--- config.mk ---
export PLATFORM = sky130hd
export DESIGN_NAME = keyed_byte_shift_cipher_top
export DESIGN_NICKNAME = d
export VERILOG_FILES = /design/src/hdl/kbsc_pkg.sv /design/src/hdl/kbsc_cfg.sv /design/src/hdl/kbsc_encode.sv /design/src/hdl/kbsc_out.sv /design/src/hdl/keyed_byte_shift_cipher_top.sv
export SDC_FILE = /design/constraint.sdc
export NUM_CORES = 1
export LEC_CHECK = 0
export ABC_AREA = 1
export BUFFER_PORTS_ARGS = -buffer_cell sky130_fd_sc_hd__buf_4
export CAP_MARGIN = 20
export CORE_MARGIN = 3
export CORE_UTILIZATION = 51
export DETAILED_ROUTE_END_ITERATION = 7
export HOLD_SLACK_MARGIN = 0.03
export MAX_ROUTING_LAYER = met4
export PLACE_DENSITY = 0.74
export SYNTH_ARGS = -nofsm -noshare
export SYNTH_HDL_FRONTEND = slang
export SYNTH_SLANG_ARGS = --single-unit
--- constraint.sdc ---
create_clock -name clk -period 7.65 [get_ports clk]
set_clock_uncertainty 0.05 [all_clocks]
set_input_delay 1.53 -clock clk [delete_from_list [all_inputs] [get_ports clk]]
set_output_delay 1.53 -clock clk [all_outputs]
set_load 0.05 [all_outputs]
--- src/hdl/kbsc_pkg.sv ---
`timescale 1ns / 1ps
package kbsc_pkg;

	// Field and register widths
	localparam int DATA_W      = 8;
	localparam int KEY_W       = 64;
	localparam int MODE_W      = 2;
	localparam int KEYLEN_W    = 4;
	localparam int POS_W       = 3;
	localparam int CFG_IDX_W   = 2;
	localparam int DEF_MAX_KEY = 8;

	// Character constants
	localparam logic [DATA_W-1:0] CHAR_UPPER_A = 8'h41;
	localparam logic [DATA_W-1:0] CHAR_UPPER_Z = 8'h5a;
	localparam logic [DATA_W-1:0] CASE_OFFSET  = 8'h20;
	localparam logic [DATA_W-1:0] CHAR_NEWLINE = 8'h0a;

	// Mode codes
	localparam logic [MODE_W-1:0] MODE_LOWER = 2'd0;
	localparam logic [MODE_W-1:0] MODE_ADD   = 2'd1;
	localparam logic [MODE_W-1:0] MODE_SUB   = 2'd2;

	// Register indexes
	localparam logic [CFG_IDX_W-1:0] REG_MODE    = 2'd0;
	localparam logic [CFG_IDX_W-1:0] REG_KEY     = 2'd1;
	localparam logic [CFG_IDX_W-1:0] REG_KEY_LEN = 2'd2;

	// Configuration register contents
	typedef struct packed {
		logic [MODE_W-1:0]   mode;
		logic [KEY_W-1:0]    key_chars;
		logic [KEYLEN_W-1:0] key_length;
	} cfg_t;

	// Encoder result handed to the output stage
	typedef struct packed {
		logic [DATA_W-1:0] code;
		logic              extra_nl;
	} enc_res_t;

endpackage

--- src/hdl/kbsc_cfg.sv ---
`timescale 1ns / 1ps
module kbsc_cfg (
	input  logic                            clk,
	input  logic                            arst_n,
	input  logic                            cfg_we,
	input  logic [kbsc_pkg::CFG_IDX_W-1:0]  cfg_index,
	input  logic [kbsc_pkg::KEY_W-1:0]      cfg_data,
	output kbsc_pkg::cfg_t                  cfg
);
	import kbsc_pkg::*;

	cfg_t cfg_q;

	// Register file; unknown indexes are dropped
	always_ff @(posedge clk or negedge arst_n) begin
		if (!arst_n) begin
			cfg_q.mode       <= MODE_LOWER;
			cfg_q.key_chars  <= '0;
			cfg_q.key_length <= KEYLEN_W'(1);
		end else if (cfg_we) begin
			case (cfg_index)
				REG_MODE:    cfg_q.mode       <= cfg_data[MODE_W-1:0];
				REG_KEY:     cfg_q.key_chars  <= cfg_data;
				REG_KEY_LEN: cfg_q.key_length <= cfg_data[KEYLEN_W-1:0];
				default: ;
			endcase
		end
	end

	assign cfg = cfg_q;

endmodule

--- src/hdl/kbsc_encode.sv ---
`timescale 1ns / 1ps
module kbsc_encode #(
	parameter int MAX_KEY_BYTES = kbsc_pkg::DEF_MAX_KEY
) (
	input  logic                         clk,
	input  logic                         arst_n,
	input  kbsc_pkg::cfg_t               cfg,
	input  logic [kbsc_pkg::DATA_W-1:0]  data_s1,
	input  logic                         step,
	output kbsc_pkg::enc_res_t           res
);
	import kbsc_pkg::*;

	localparam logic [KEYLEN_W-1:0] MaxLen = KEYLEN_W'(MAX_KEY_BYTES);

	logic [POS_W-1:0]    key_pos_q;
	logic [POS_W-1:0]    key_pos_d;
	logic                keyed;
	logic                is_nl;
	logic [DATA_W-1:0]   key;
	logic [6:0]          sum7;
	logic [KEYLEN_W-1:0] len_eff;
	logic [KEYLEN_W-1:0] pos_inc;

	// Byte transform and key position step
	always_comb begin
		keyed   = (cfg.mode == MODE_ADD) || (cfg.mode == MODE_SUB);
		is_nl   = (data_s1 == CHAR_NEWLINE);
		key     = cfg.key_chars[{key_pos_q, 3'b000} +: DATA_W];
		if (cfg.mode == MODE_ADD) begin
			sum7 = data_s1[6:0] + key[6:0];
		end else begin
			sum7 = data_s1[6:0] - key[6:0];
		end

		// zero length acts as one, oversize saturates
		if (cfg.key_length == '0) begin
			len_eff = KEYLEN_W'(1);
		end else if (cfg.key_length > MaxLen) begin
			len_eff = MaxLen;
		end else begin
			len_eff = cfg.key_length;
		end
		pos_inc = {1'b0, key_pos_q} + KEYLEN_W'(1);

		key_pos_d    = key_pos_q;
		res.extra_nl = 1'b0;
		if (keyed) begin
			res.code = {1'b0, sum7};
			if (is_nl || pos_inc >= len_eff) begin
				key_pos_d = '0;
			end else begin
				key_pos_d = pos_inc[POS_W-1:0];
			end
			res.extra_nl = is_nl;
		end else if (data_s1 >= CHAR_UPPER_A && data_s1 <= CHAR_UPPER_Z) begin
			res.code = data_s1 + CASE_OFFSET;
		end else begin
			res.code = data_s1;
		end
	end

	// Key position advances as each byte leaves the input register
	always_ff @(posedge clk or negedge arst_n) begin
		if (!arst_n) begin
			key_pos_q <= '0;
		end else if (step) begin
			key_pos_q <= key_pos_d;
		end
	end

endmodule

--- src/hdl/kbsc_out.sv ---
`timescale 1ns / 1ps
module kbsc_out (
	input  logic                         clk,
	input  logic                         arst_n,
	input  logic                         valid_s1,
	input  kbsc_pkg::enc_res_t           res,
	output logic                         step,
	output logic                         out_valid,
	input  logic                         out_stall,
	output logic [kbsc_pkg::DATA_W-1:0]  out_byte,
	output logic                         last
);
	import kbsc_pkg::*;

	logic              out_valid_q;
	logic [DATA_W-1:0] out_byte_q;
	logic              last_q;
	logic              nl_pend_q;
	logic              out_free;

	// Output register may be loaded when empty or being drained
	assign out_free = !out_valid_q || !out_stall;
	assign step     = valid_s1 && out_free && !nl_pend_q;

	always_ff @(posedge clk or negedge arst_n) begin
		if (!arst_n) begin
			out_valid_q <= 1'b0;
			nl_pend_q   <= 1'b0;
		end else if (out_free) begin
			if (nl_pend_q) begin
				out_valid_q <= 1'b1;
				nl_pend_q   <= 1'b0;
			end else begin
				out_valid_q <= valid_s1;
				nl_pend_q   <= valid_s1 && res.extra_nl;
			end
		end
	end

	// Payload: trailing newline, or the encoded byte
	always_ff @(posedge clk) begin
		if (out_free) begin
			if (nl_pend_q) begin
				out_byte_q <= CHAR_NEWLINE;
				last_q     <= 1'b1;
			end else if (valid_s1) begin
				out_byte_q <= res.code;
				last_q     <= !res.extra_nl;
			end
		end
	end

	assign out_valid = out_valid_q;
	assign out_byte  = out_byte_q;
	assign last      = last_q;

	// A pending newline sits behind a non-final byte
	a_pend_holds: assert property (@(posedge clk) disable iff (!arst_n)
		nl_pend_q |-> (out_valid_q && !last_q))
		else $error("pending newline without a non-final byte in the output register");

	// Non-final byte taken is followed by the trailing newline
	a_nl_follows: assert property (@(posedge clk) disable iff (!arst_n)
		(out_valid_q && !out_stall && !last_q) |=>
		(out_valid_q && last_q && out_byte_q == CHAR_NEWLINE))
		else $error("trailing newline missing after non-final byte");

	// No new byte is taken while the trailing newline is owed
	a_no_step_pend: assert property (@(posedge clk) disable iff (!arst_n)
		nl_pend_q |-> !step)
		else $error("input advanced while trailing newline pending");

endmodule

--- src/hdl/keyed_byte_shift_cipher_top.sv ---
`timescale 1ns / 1ps
// An input byte passes through the input register and then the result register on its way to out_byte.
// Throughput: one byte per cycle while out_stall is low; a newline in a keyed mode holds the input
//   while the result register sends the trailing newline.
// Reset (arst_n, asynchronous, active low): mode 0, key bytes 0, key length 1,
//   key position 0, both registers empty.
module keyed_byte_shift_cipher_top #(
	parameter int MAX_KEY_BYTES = kbsc_pkg::DEF_MAX_KEY
) (
	input  logic                            clk,
	input  logic                            arst_n,
	input  logic                            cfg_we,
	input  logic [kbsc_pkg::CFG_IDX_W-1:0]  cfg_index,
	input  logic [kbsc_pkg::KEY_W-1:0]      cfg_data,
	input  logic                            in_valid,
	output logic                            in_stall,
	input  logic [kbsc_pkg::DATA_W-1:0]     in_byte,
	output logic                            out_valid,
	input  logic                            out_stall,
	output logic [kbsc_pkg::DATA_W-1:0]     out_byte,
	output logic                            last
);
	import kbsc_pkg::*;

	cfg_t              cfg;
	enc_res_t          res;
	logic              valid_s1;
	logic [DATA_W-1:0] data_s1;
	logic              step;

	kbsc_cfg u_cfg (
		.clk       (clk),
		.arst_n    (arst_n),
		.cfg_we    (cfg_we),
		.cfg_index (cfg_index),
		.cfg_data  (cfg_data),
		.cfg       (cfg)
	);

	// Input register
	assign in_stall = valid_s1 && !step;

	always_ff @(posedge clk or negedge arst_n) begin
		if (!arst_n) begin
			valid_s1 <= 1'b0;
		end else if (!in_stall) begin
			valid_s1 <= in_valid;
		end
	end

	always_ff @(posedge clk) begin
		if (!in_stall && in_valid) begin
			data_s1 <= in_byte;
		end
	end

	kbsc_encode #(
		.MAX_KEY_BYTES (MAX_KEY_BYTES)
	) u_encode (
		.clk     (clk),
		.arst_n  (arst_n),
		.cfg     (cfg),
		.data_s1 (data_s1),
		.step    (step),
		.res     (res)
	);

	kbsc_out u_out (
		.clk       (clk),
		.arst_n    (arst_n),
		.valid_s1  (valid_s1),
		.res       (res),
		.step      (step),
		.out_valid (out_valid),
		.out_stall (out_stall),
		.out_byte  (out_byte),
		.last      (last)
	);

endmodule

# Word level (Yosys, flattened, before mapping)
# Cells that the tools add are included.
[totals]
output_inout_bits = 11
register_bits = 93
elab_cells = 58
input_bits = 79
[classes]
n_reduce_logical = 23
order_cmp = 4
eq_ne = 5
add_sub_neg = 4
shifts = 1
mux = 11
[op_table]
columns = ["cell", "count"]
rows = [
  ["$shiftx A64 B7 Y7", 1],
  ["$mux W8", 3],
  ["$reduce_and A2 Y1", 5],
  ["$add A8 B6 Y8 const B", 1],
  ["$eq A8 B4 Y1 const B", 1],
  ["$ge A8 B7 Y1 const B", 1],
  ["$le A8 B7 Y1 const B", 1],
  ["$mux W4", 2],
  ["$add A7 B7 Y7", 1],
  ["$mux W7", 1],
  ["$sub A7 B7 Y7", 1],
  ["$logic_and A1 B1 Y1", 6],
  ["$logic_not A1 Y1", 6],
  ["$add A3 B1 Y4 const B", 1],
  ["$eq A2 B1 Y1 const B", 2],
  ["$eq A2 B2 Y1 const B", 2],
  ["$ge A4 B4 Y1", 1],
  ["$gt A4 B4 Y1 const B", 1],
  ["$logic_not A4 Y1", 1],
  ["$mux W1", 4],
  ["$logic_or A1 B1 Y1", 3],
  ["$mux W3", 1],
  ["$logic_not A2 Y1", 1],
  ["$reduce_bool A2 Y1", 1],
]

# Longest topological paths before layout
# Gate-level depths: netlist (run 1).
[logic_depth]
depth_word = 8
depth_mapped = 24
ltp_nobuf = 23

# By module
# A second synthesis (run 1) with hierarchy kept.
[unflattened]
hier_cells = 663
area_unflattened_um2 = 5305.1
[modules_own_cells]
columns = ["module", "n_inst", "cells_each", "area_each_um2", "seq_area_each_um2"]
rows = [
  ["kbsc_cfg", 1, 314, 3036.7, 1752.9],
  ["kbsc_encode", 1, 295, 1512.7, 75.1],
  ["kbsc_out", 1, 39, 457.9, 320.3],
  ["keyed_byte_shift_cipher_top", 1, 15, 297.8, 265.3],
]

# Worst setup path after synthesis (run 1)
# No wires, ideal clock.
[synth_timing]
path_kind = "input port to output port"
from = "in out_stall"
to = "out in_stall"
arrival_time_ns = 2.114
path_buffers = 0
path_slack_ns = 3.956
stages = 4
t_required_ns = 6.070
cell_sequence = "nand2_1 > nand3_1 > nand2_1 > inv_1"
[synth_via]
elab_chain_cells = 6
[synth_rtl]
columns = ["item", "line", "rtl"]
rows = [
  ["start: declaration", "keyed_byte_shift_cipher_top.sv:19", "input logic out_stall,"],
  ["$logic_not A1 Y1", "kbsc_out.sv:22", "assign out_free = !out_valid_q || !out_stall;"],
  ["$logic_or A1 B1 Y1", "kbsc_out.sv:22", ""],
  ["$logic_and A1 B1 Y1 (2 in series)", "kbsc_out.sv:23", "assign step = valid_s1 && out_free && !nl_pend_q;"],
  ["$logic_not A1 Y1", "keyed_byte_shift_cipher_top.sv:41", "assign in_stall = valid_s1 && !step;"],
  ["$logic_and A1 B1 Y1", "keyed_byte_shift_cipher_top.sv:41", ""],
  ["end: declaration", "keyed_byte_shift_cipher_top.sv:16", "output logic in_stall,"],
]
# Every way passes these cells.

# Final worst setup path (run 1)
[layout_timing]
from = "reg u_encode.key_pos_q[1]"
to = "reg u_out.out_byte_q[6] (netlist: u_out.out_byte[6]) (data pin)"
[layout_via]
elab_chain_cells = 5
elab_cells_between_ends = 6
classes_between = "add/sub: 2; shift: 1; mux: 3"
[layout_rtl]
columns = ["item", "line", "rtl"]
rows = [
  ["start: declaration", "kbsc_encode.sv:16", "logic [POS_W-1:0] key_pos_q;"],
  ["start signal: assignment", "kbsc_encode.sv:68", "key_pos_q <= key_pos_d;"],
  ["$shiftx A64 B7 Y7 (*)", "kbsc_encode.sv:29", "key = cfg.key_chars[{key_pos_q, 3'b000} +: DATA_W];"],
  ["$sub A7 B7 Y7 or $add A7 B7 Y7 (tied branches)", "kbsc_encode.sv:33, kbsc_encode.sv:31", ""],
  ["$mux W7 (*)", "kbsc_encode.sv:30", "if (cfg.mode == MODE_ADD) begin"],
  ["$mux W8 (*)", "kbsc_encode.sv:48", "if (keyed) begin"],
  ["$mux W8 (*)", "kbsc_out.sv:46", "end else if (valid_s1) begin"],
  ["end signal: assignment", "kbsc_out.sv:47", "out_byte_q <= res.code;"],
  ["end: declaration", "kbsc_out.sv:16", "logic [DATA_W-1:0] out_byte_q;"],
]
# Every way passes the cells marked *; elsewhere a longest branch is shown, timed or not. The select of a mux whose other input is x is not followed.
# A chain may end at the register's enable or synchronous reset.

==> flow_summary_export.csv, run 1 <==
group,metric,value,unit
floorplanning,rows,33,
sta,setup_tns,0,ps
sta,fin_crit_sh,0.5050,
layout,fin_cells,709,
hold_path,hold_class,"reg -> reg",
clock_tree,clkSinkCount,85,
clock_tree,post_cts_buffers,0,
worst_setup_path,worstSetupPathType,"reg -> reg",
route,wl,9.781,mm
clock_tree,clkTransAtPathRegs,80,ps
global_routing,grt_max_degree,96,
sta,period_needed,3863,ps
placement,place_inst,692,
clock_tree,cts_tree,"yes",
layout,layout_commonest_cell,"nand2_1",
route,wl_per_cell,13.80,um
worst_setup_path,reg2reg_to,"u_out.out_byte[6]",
worst_setup_path,end_kind,"flip-flop",
logic_synthesis,synth-main-ff-cell,"dfrtp_1",
floorplanning,die_h,98.90,um
floorplanning,die_width,98.90,um
sta,worstMarginPinSlew,868.0,ps
worst_setup_path,critPathMaxFanout,20,
global_routing,grt-ovfl-total,0,
sta,rsz0062_at_grt,"no",
sta,setup_ws,3787,ps
run,max-cap-violations,0,
worst_setup_path,r2r_start,"u_encode.key_pos_q[1]",
power_and_ir_drop,p_leak,0.002689,uW
clock_tree,clock_latency,360,ps
route,vias,3671,
global_routing,grt_pass1_vias,3649,
logic_synthesis,avgSynthCellArea,8.384,um^2
logic_synthesis,ys_seq_area_frac,0.5028,
layout,fin_area,0.005334,mm^2
sta,final_hold_viol_count,0,
clock_tree,clk_path_buf_depth,2,
route,viasPerCell,5.178,
route,drt_pass1_iterations,5,
sta,setup_viol,0,
layout,drive_above_1_share,0.2003,
worst_setup_path,worstSetupStartpointType,"flip-flop",
floorplanning,initial_utilization,0.5304,
logic_synthesis,ys_types,34,
global_routing,antenna_found_initial,0,
logic_synthesis,syn_inst,525,
status,status,"finished clean",
global_routing,grt_usage,0.2213,
hold_path,worstHoldEndpoint,"u_cfg.cfg[6]",
clock_tree,htreeDepth,3,
logic_synthesis,syn_nets,620,
floorplanning,core_region_area,0.008299,mm^2
clock_tree,cts_made_buffers,9,
sta,slew_headroom,0.4213,
hold_path,worstHoldStart,"u_cfg.cfg[6]",
power_and_ir_drop,pwr_density_cell,355.2,mW/mm^2
floorplanning,die_area,0.009781,mm^2
worst_setup_path,arrival,3910,ps
floorplanning,ios,90,
placement,hpwl,6.895,mm
placement,place_congestion,0.8691,
layout,nets,694,
sta,fmax,258.9,MHz
global_routing,grt_pass1_wl,16.81,mm
worst_setup_path,rrSetupSlack,3790,ps
logic_synthesis,synth_edf_count,17,
placement,placed_area,0.005071,mm^2
route,dr.first_iter.drc_count,206,
logic_synthesis,netlist_area,0.004402,mm^2
placement,dp_slack,3815,ps
clock_tree,cts-root-buf,"clkbuf_8",
route,drcViolationCount,0,
logic_synthesis,ys_async_sr_fraction,0.8000,
clock_tree,cts_resized,0,
layout,mostFrequentLayoutCells,"nand2_1, buf_4, inv_1",
placement,port_buffers,81,
logic_synthesis,ys_warn_count,0,
route,antenna_left,0,
power_and_ir_drop,peakVddDrop,0.1678,mV
sta,drv_slew,0,
layout,area_growth,21.18,%
layout,diodes,0,
logic_synthesis,synth_seq_cells,85,
clock_tree,cts-hold-fix-buffers,0,
worst_setup_path,required,7700,ps
hold_path,hold_depth,2,
worst_setup_path,r2r_cells,22,
[cells in the mapped netlist, drive strengths merged (2+ instances only)]
| library cell | n | share of area |
|---|---|---|
| nand2 | 94 | 0.080 |
| nor2 | 69 | 0.059 |
| a21oi | 46 | 0.052 |
| o22ai | 3 | 0.0043 |
| nand3 | 45 | 0.051 |
| edfxtp | 17 | 0.12 |
| inv | 73 | 0.062 |
| nand4 | 2 | 0.0028 |
| o21bai | 2 | 0.0034 |
| mux2 | 17 | 0.043 |
| xor2 | 5 | 0.0099 |
| clkbuf | 9 | 0.0077 |
| nor3 | 3 | 0.0034 |
| xnor2 | 2 | 0.0040 |
| buf | 11 | 0.013 |
| ha | 15 | 0.043 |
| dfrtp | 67 | 0.38 |
| o21ai | 34 | 0.040 |
[final cells by class]
cell class | count | area (um^2)
fill | 714 | 2965
timing repair buffer | 83 | 643.1
clock inverter | 5 | 61.31
clock buffer | 11 | 173.9
inverter | 74 | 277.8
multi-input combinational | 346 | 1833
tap | 105 | 131.4
sequential | 85 | 2213
[metal layers]
metal  wire length [um]  vias up  share of wire  track usage
li1                   -     1843              -            -
met1               4297     1734           0.44       0.2840
met2               4871       82           0.50       0.3554
met3                466       12          0.048      0.03892
met4                146        0          0.015      0.07668
met5                  0        -              0            -
[worst max-delay path, stage by stage (launching register included)]
cell	delay, ps
dfrtp_1	810
inv_1	440
o21ai_0	180
o22ai_1	90
nand2_1	80
o21ai_2	110
inv_1	80
ha_1	160
nand2_1	110
o21ai_1	170
xor2_1	160
inv_1	60
ha_1	320
nand2_1	80
inv_1	40
nand4_1	60
nand3_1	120
inv_1	100
nand3_1	80
nand2_1	70
nand2_1	50
nand3_1	100
a21oi_1	70
[sequential cells by signal, indices dropped and copies added, names as in the netlist]
| register | count |
|---|---|
| u_out.nl_pend_q | 1 |
| u_out.last | 1 |
| valid_s1 | 1 |
| data_s1 | 8 |
| u_out.out_valid | 1 |
| u_cfg.cfg | 62 |
| u_out.out_byte | 8 |
| u_encode.key_pos_q | 3 |
[worst max path at each step]
stage	startpoint	to	slack [ps]	depth (start not counted)
detailed placement	u_encode.key_pos_q[1]	u_out.out_byte[6]	3820	22
finish	u_encode.key_pos_q[1]	u_out.out_byte[6]	3790	22
global placement	out_stall	in_stall	3810	6
CTS	u_encode.key_pos_q[1]	u_out.out_byte[6]	3790	22
global route	u_encode.key_pos_q[1]	u_out.out_byte[6]	3400	22
floorplan	out_stall	in_stall	3960	4
[kinds of logic (layout without fill, tap and decap cells)]
| logic type | Yosys count | in the layout | share of synthesized area |
|---|---|---|---|
| fa+ha+maj | 16 | 16 | 0.04719 |
| mux | 17 | 17 | 0.04349 |
| xor+xnor | 7 | 7 | 0.01393 |
| flops | 85 | 85 | 0.5028 |
| compound gates | 90 | 90 | 0.1080 |
| simple gates | 216 | 216 | 0.2010 |
| buf+inv | 94 | 173 | 0.08357 |
[report_power, final]
part	switching, uW	leakage [uW]	internal [uW]
clock	169	0.000121	193
sequential	52.3	0.000934	560
combinational	576	0.00163	343
[through the flow]
| step | util | total power [uW] | hold slack, ps |
|---|---|---|---|
| 3_5_place_dp | 0.6110 | 1534 | 426.6 |
| 3_3_place_gp | 0.6110 | 1504 | 418.5 |
| 5_1_grt | 0.6427 | 2074 | 459.4 |
| 6_report | 0.6427 | 1894 | 443.5 |
| 4_1_cts | 0.6394 | 1900 | 447.4 |
| 2_1_floorplan | - | 1309 | 403.0 |
(Power assumes the default switching activity.)
==> inputs of run 2 (changes only) <==
==> constraint.sdc (replaced) <==
create_clock -name clk -period 3.75 [get_ports clk]
set_clock_uncertainty 0.05 [all_clocks]
set_input_delay 0.75 -clock clk [delete_from_list [all_inputs] [get_ports clk]]
set_output_delay 0.75 -clock clk [all_outputs]
set_load 0.05 [all_outputs]
==> flow_summary_export.csv, run 2 (synthesis results as in run 1) <==
group,metric,value,unit
placement,dp_slack,422.8,ps
worst_setup_path,crit_cells,18,
worst_setup_path,critPathBufInv,4,
sta,slew_headroom,0.4261,
placement,port_buffers,81,
floorplanning,rows,33,
hold_path,hold_class,"in -> async",
power_and_ir_drop,p_int,2280,uW
sta,fmax,301.9,MHz
clock_tree,cts-hold-fix-buffers,0,
worst_setup_path,worstSetupPathType,"reg -> reg",
global_routing,grt_pass1_wl,15.84,mm
floorplanning,die_area,0.009781,mm^2
clock_tree,post_cts_buffers,0,
clock_tree,clock_latency,350,ps
placement,hpwl,6.959,mm
power_and_ir_drop,p_leak,0.002696,uW
layout,nets,699,
placement,place_congestion,0.8552,
sta,final_hold_viol_count,0,
worst_setup_path,end_kind,"flip-flop",
global_routing,grt_max_degree,73,
route,antenna_left,0,
worst_setup_path,crit_slowest_cell,"fa_1",
sta,fin_crit_sh,0.8832,
floorplanning,core_region_area,0.008299,mm^2
worst_setup_path,required,3790,ps
status,status,"finished clean",
global_routing,grt_usage,0.2041,
worst_setup_path,cp_cell_sequence,"inv_2 -> nor2_1 -> o21ai_0 -> inv_1 -> o21ai_2 -> inv_1 -> ha_1 -> nand2_1 -> o21ai_0 -> fa_1 -> nand4_1 -> nand3_1 -> inv_1 -> nand3_1 -> nand2_1 -> nand2_1 -> nand3_1 -> a21oi_1",
floorplanning,die_width,98.90,um
route,wl_per_cell,13.21,um
clock_tree,cts_tree,"yes",
layout,diodes,0,
clock_tree,htreeDepth,3,
worst_setup_path,arrival,3350,ps
power_and_ir_drop,combPwrFrac,0.488,
sta,setup_viol,0,
layout,postLayoutCoreUtil,0.6445,
global_routing,antenna_found_initial,0,
layout,final.fill_count,713,
layout,area_growth,21.52,%
sta,setup_ws,438.1,ps
worst_setup_path,critical_path.max_stage_delay,510,ps
power_and_ir_drop,p_sw,1593,uW
power_and_ir_drop,pwr-share-seq,0.320,
layout,largest_reg_flops,62,
route,viasPerCell,5.175,
power_and_ir_drop,peakVddDrop,0.3497,mV
clock_tree,clk_path_buf_depth,2,
clock_tree,clkTransAtPathRegs,80,ps
layout,mostFrequentLayoutCells,"nand2_1, buf_4, inv_1",
route,drcViolationCount,0,
worst_setup_path,worstSetupStartpointType,"flip-flop",
sta,period_needed,3312,ps
sta,setup_tns,0,ps
sta,rsz0062_at_grt,"no",
layout,layout_commonest_cell,"nand2_1",
route,vias,3695,
run,max-cap-violations,0,
route,drt_pass1_iterations,4,
power_and_ir_drop,swShare,0.4113,
clock_tree,cts_made_buffers,9,
global_routing,grt-ovfl-total,0,
clock_tree,clkSinkCount,85,
layout,drive_above_1_share,0.2069,
power_and_ir_drop,clkPwrFrac,0.192,
floorplanning,ios,90,
clock_tree,cts_resized,0,
worst_setup_path,critPathMaxFanout,10,
route,dr.first_iter.drc_count,125,
floorplanning,die_h,98.90,um
global_routing,grt_busiest_layer,"met2",
sta,worstMarginPinSlew,860.9,ps
sta,holdWs,419.4,ps
global_routing,grt_util_met3,0.04388,
route,wl,9.429,mm
global_routing,grt.met1_usage,0.2570,
global_routing,grt_pass1_vias,3633,
clock_tree,cts-root-buf,"clkbuf_8",
sta,drv_slew,0,
power_and_ir_drop,pwr_density_cell,724.0,mW/mm^2
floorplanning,initial_utilization,0.5304,
worst_setup_path,crit_family,"adder cells",
worst_setup_path,r2r_cells,18,
global_routing,met2_usage,0.3264,
[run 2: through the flow]
step / area [um^2] / power, uW / cells
2_1_floorplan: 4402 / 2670 / 525
3_3_place_gp: 5116 / 3094 / 698
3_5_place_dp: 5116 / 3147 / 698
4_1_cts: 5349 / 3897 / 714
5_1_grt: 5349 / 4233 / 714
6_report: 5349 / 3873 / 714
[run 2: metal layers]
layer | vias to the layer above | wire (um)
met1 | 1730 | 4187
met4 | 0 | 184
met2 | 87 | 4598
met3 | 24 | 459
met5 | - | 0
li1 | 1854 | -
[run 2: cell type report]
type	instances	area (um^2)	area share
Clock buffer	11	151.4	0.02830
Clock inverter	5	81.33	0.01520
Inverter	74	277.8	0.05193
Multi-Input combinational cell	346	1833	0.3427
Sequential cell	85	2213	0.4138
Tap cell	105	131.4	0.02456
Timing Repair Buffer	88	660.6	0.1235
[run 2: worst paths after layout]
path                                            start                 to  slack, ps
worst max register to register  u_encode.key_pos_q[0]  u_out.out_byte[6]        440
worst min-delay path                           arst_n           valid_s1        420
min in group clk                        u_cfg.cfg[69]      u_cfg.cfg[69]        450
worst min register to register          u_cfg.cfg[69]      u_cfg.cfg[69]        450
worst max-delay path            u_encode.key_pos_q[0]  u_out.out_byte[6]        440
max in group asynchronous                      arst_n       u_cfg.cfg[3]       2630
[run 2: power groups by stage]
| stage | clock (uW) | sequential [uW] | combinational (uW) |
|---|---|---|---|
| 6_report | 744 | 1240 | 1890 |
| 5_1_grt | 798 | 1260 | 2170 |
| 4_1_cts | 759 | 1240 | 1900 |
| 3_5_place_dp | 0 | 1260 | 1890 |
| 3_3_place_gp | 0 | 1250 | 1840 |
| 2_1_floorplan | 0 | 1360 | 1310 |
==> inputs of run 3 (changes only) <==
--- a/config.mk
+++ b/config.mk
@@ -13,7 +13,7 @@
 export DETAILED_ROUTE_END_ITERATION = 7
 export HOLD_SLACK_MARGIN = 0.03
 export MAX_ROUTING_LAYER = met4
-export PLACE_DENSITY = 0.74
+export PLACE_DENSITY = 0.75
 export SYNTH_ARGS = -nofsm -noshare
 export SYNTH_HDL_FRONTEND = slang
 export SYNTH_SLANG_ARGS = --single-unit
==> flow_summary_export.csv, run 3 (synthesis results as in run 1) <==
group,metric,value,unit
sta,period_needed,3350,ps
global_routing,grt_usage,0.2144,
worst_setup_path,critical_path.max_stage_delay,650,ps
layout,fin_cells,714,
sta,setup_viol,0,
layout,diodes,0,
clock_tree,clock_latency,360,ps
sta,holdWs,408.9,ps
route,drcViolationCount,0,
layout,drive_above_1_share,0.2085,
global_routing,grt_pass1_wl,16.44,mm
floorplanning,ios,90,
clock_tree,cts_made_buffers,9,
worst_setup_path,rrSetupSlack,400,ps
route,wl,9.479,mm
power_and_ir_drop,p_int,2356,uW
sta,final_hold_viol_count,0,
power_and_ir_drop,pwr-share-seq,0.311,
worst_setup_path,end_kind,"flip-flop",
worst_setup_path,crit_family,"compound AO/OA/AOI/OAI gates",
sta,fin_crit_sh,0.8935,
floorplanning,core_region_area,0.008299,mm^2
route,antenna_left,0,
status,status,"finished clean",
clock_tree,cts-root-buf,"clkbuf_8",
worst_setup_path,worstSetupStartpointType,"flip-flop",
worst_setup_path,critPathLaunch,"u_encode.key_pos_q[1]",
floorplanning,die_width,98.90,um
placement,dp_slack,388.0,ps
hold_path,hold_class,"in -> async",
global_routing,grt-ovfl-total,0,
worst_setup_path,arrival,3400,ps
power_and_ir_drop,clkPwrFrac,0.209,
sta,rsz0062_at_grt,"no",
power_and_ir_drop,total_power,3977,uW
layout,largest_reg_flops,62,
clock_tree,cts-hold-fix-buffers,0,
placement,hpwl,6.991,mm
layout,mostFrequentLayoutCells,"nand2_1, buf_4, inv_1",
layout,nets,699,
power_and_ir_drop,p_leak,0.002717,uW
route,dr.first_iter.drc_count,170,
placement,place_congestion,0.8715,
clock_tree,clkTransAtPathRegs,90,ps
worst_setup_path,crit_slowest_cell,"dfrtp_1",
clock_tree,clk_path_buf_depth,2,
worst_setup_path,crit_cells,17,
worst_setup_path,critPathMaxFanout,12,
sta,worstMarginPinSlew,846.7,ps
route,drt_pass1_iterations,4,
global_routing,grt_pass1_vias,3603,
power_and_ir_drop,peakVddDrop,0.3745,mV
layout,area_growth,22.29,%
power_and_ir_drop,combPwrFrac,0.480,
floorplanning,initial_utilization,0.5304,
global_routing,grt_max_degree,79,
run,max-cap-violations,0,
floorplanning,die_h,98.90,um
placement,place_inst,698,
worst_setup_path,cp_cell_sequence,"o21ai_0 -> o21ai_0 -> inv_1 -> o21ai_2 -> inv_1 -> ha_1 -> nand2_1 -> o21ai_0 -> fa_1 -> nand4_1 -> nand3_1 -> inv_1 -> nand3_1 -> nand2_1 -> nand2_1 -> nand3_1 -> a21oi_1",
floorplanning,die_area,0.009781,mm^2
floorplanning,rows,33,
sta,slew_headroom,0.4355,
clock_tree,post_cts_buffers,0,
clock_tree,clkSinkCount,85,
layout,layout_commonest_cell,"nand2_1",
route,wl_per_cell,13.28,um
route,vias,3630,
power_and_ir_drop,pwr_density_cell,738.9,mW/mm^2
placement,port_buffers,81,
power_and_ir_drop,p_sw,1621,uW
clock_tree,cts_tree,"yes",
worst_setup_path,critPathBufInv,3,
sta,setup_ws,399.6,ps
sta,drv_slew,0,
sta,setup_tns,0,ps
clock_tree,htreeDepth,3,
worst_setup_path,worstSetupPathType,"reg -> reg",
worst_setup_path,r2r_start,"u_encode.key_pos_q[1]",
worst_setup_path,required,3800,ps
global_routing,antenna_found_initial,0,
worst_setup_path,reg2reg_to,"u_out.out_byte[6]",
power_and_ir_drop,swShare,0.4076,
layout,final.fill_count,720,
sta,fmax,298.5,MHz
route,viasPerCell,5.084,
worst_setup_path,r2r_cells,17,
==> run 3: layout make-up <==
cell class | instances | area, um^2 | share of cell area
inverter | 74 | 277.8 | 0.05160
clock buffer | 10 | 148.9 | 0.02766
timing repair buffer | 88 | 664.4 | 0.1234
tap | 105 | 131.4 | 0.02441
sequential | 85 | 2213 | 0.4112
clock inverter | 6 | 113.9 | 0.02115
multi-input combinational | 346 | 1833 | 0.3405
==> run 3: stage by stage <==
| step | area [um^2] | util |
|---|---|---|
| after floorplan | 4402 | - |
| after global placement | 5116 | 0.6165 |
| after detailed placement | 5116 | 0.6165 |
| after CTS | 5379 | 0.6481 |
| after global routing | 5383 | 0.6486 |
| final | 5383 | 0.6486 |
==> run 3: what timing repair did <==
item                                   CTS  global route
setup endpoints to repair                0             1
endpoints found under the hold margin    0             0
resized for setup                        0             2
==> run 3: how the worst max path moves through the flow <==
| stage | slack, ps | endpoint |
|---|---|---|
| CTS | 370 | u_out.out_byte[6] |
| finish | 400 | u_out.out_byte[6] |
| global placement | 460 | u_out.out_byte[6] |
| global route | 20 | u_out.out_byte[6] |
| floorplan | 800 | u_out.out_byte[6] |
| detailed placement | 390 | u_out.out_byte[6] |
==> run 3: per-layer routing <==
metal	vias up	wire (um)	GRT usage
met4	0	199	0.08824
met1	1663	4276	0.2816
met5	-	0	-
met2	93	4496	0.3337
li1	1857	-	-
met3	17	506	0.03326
==> run 3: power by group through the flow <==
stage                     Combinational (uW)  Sequential [uW]  Clock (uW)
after CTS                               1910             1240         844
after global routing                    2210             1260         880
after global placement                  1840             1250           0
final                                   1910             1240         832
after floorplan                         1310             1360           0
after detailed placement                1900             1260           0
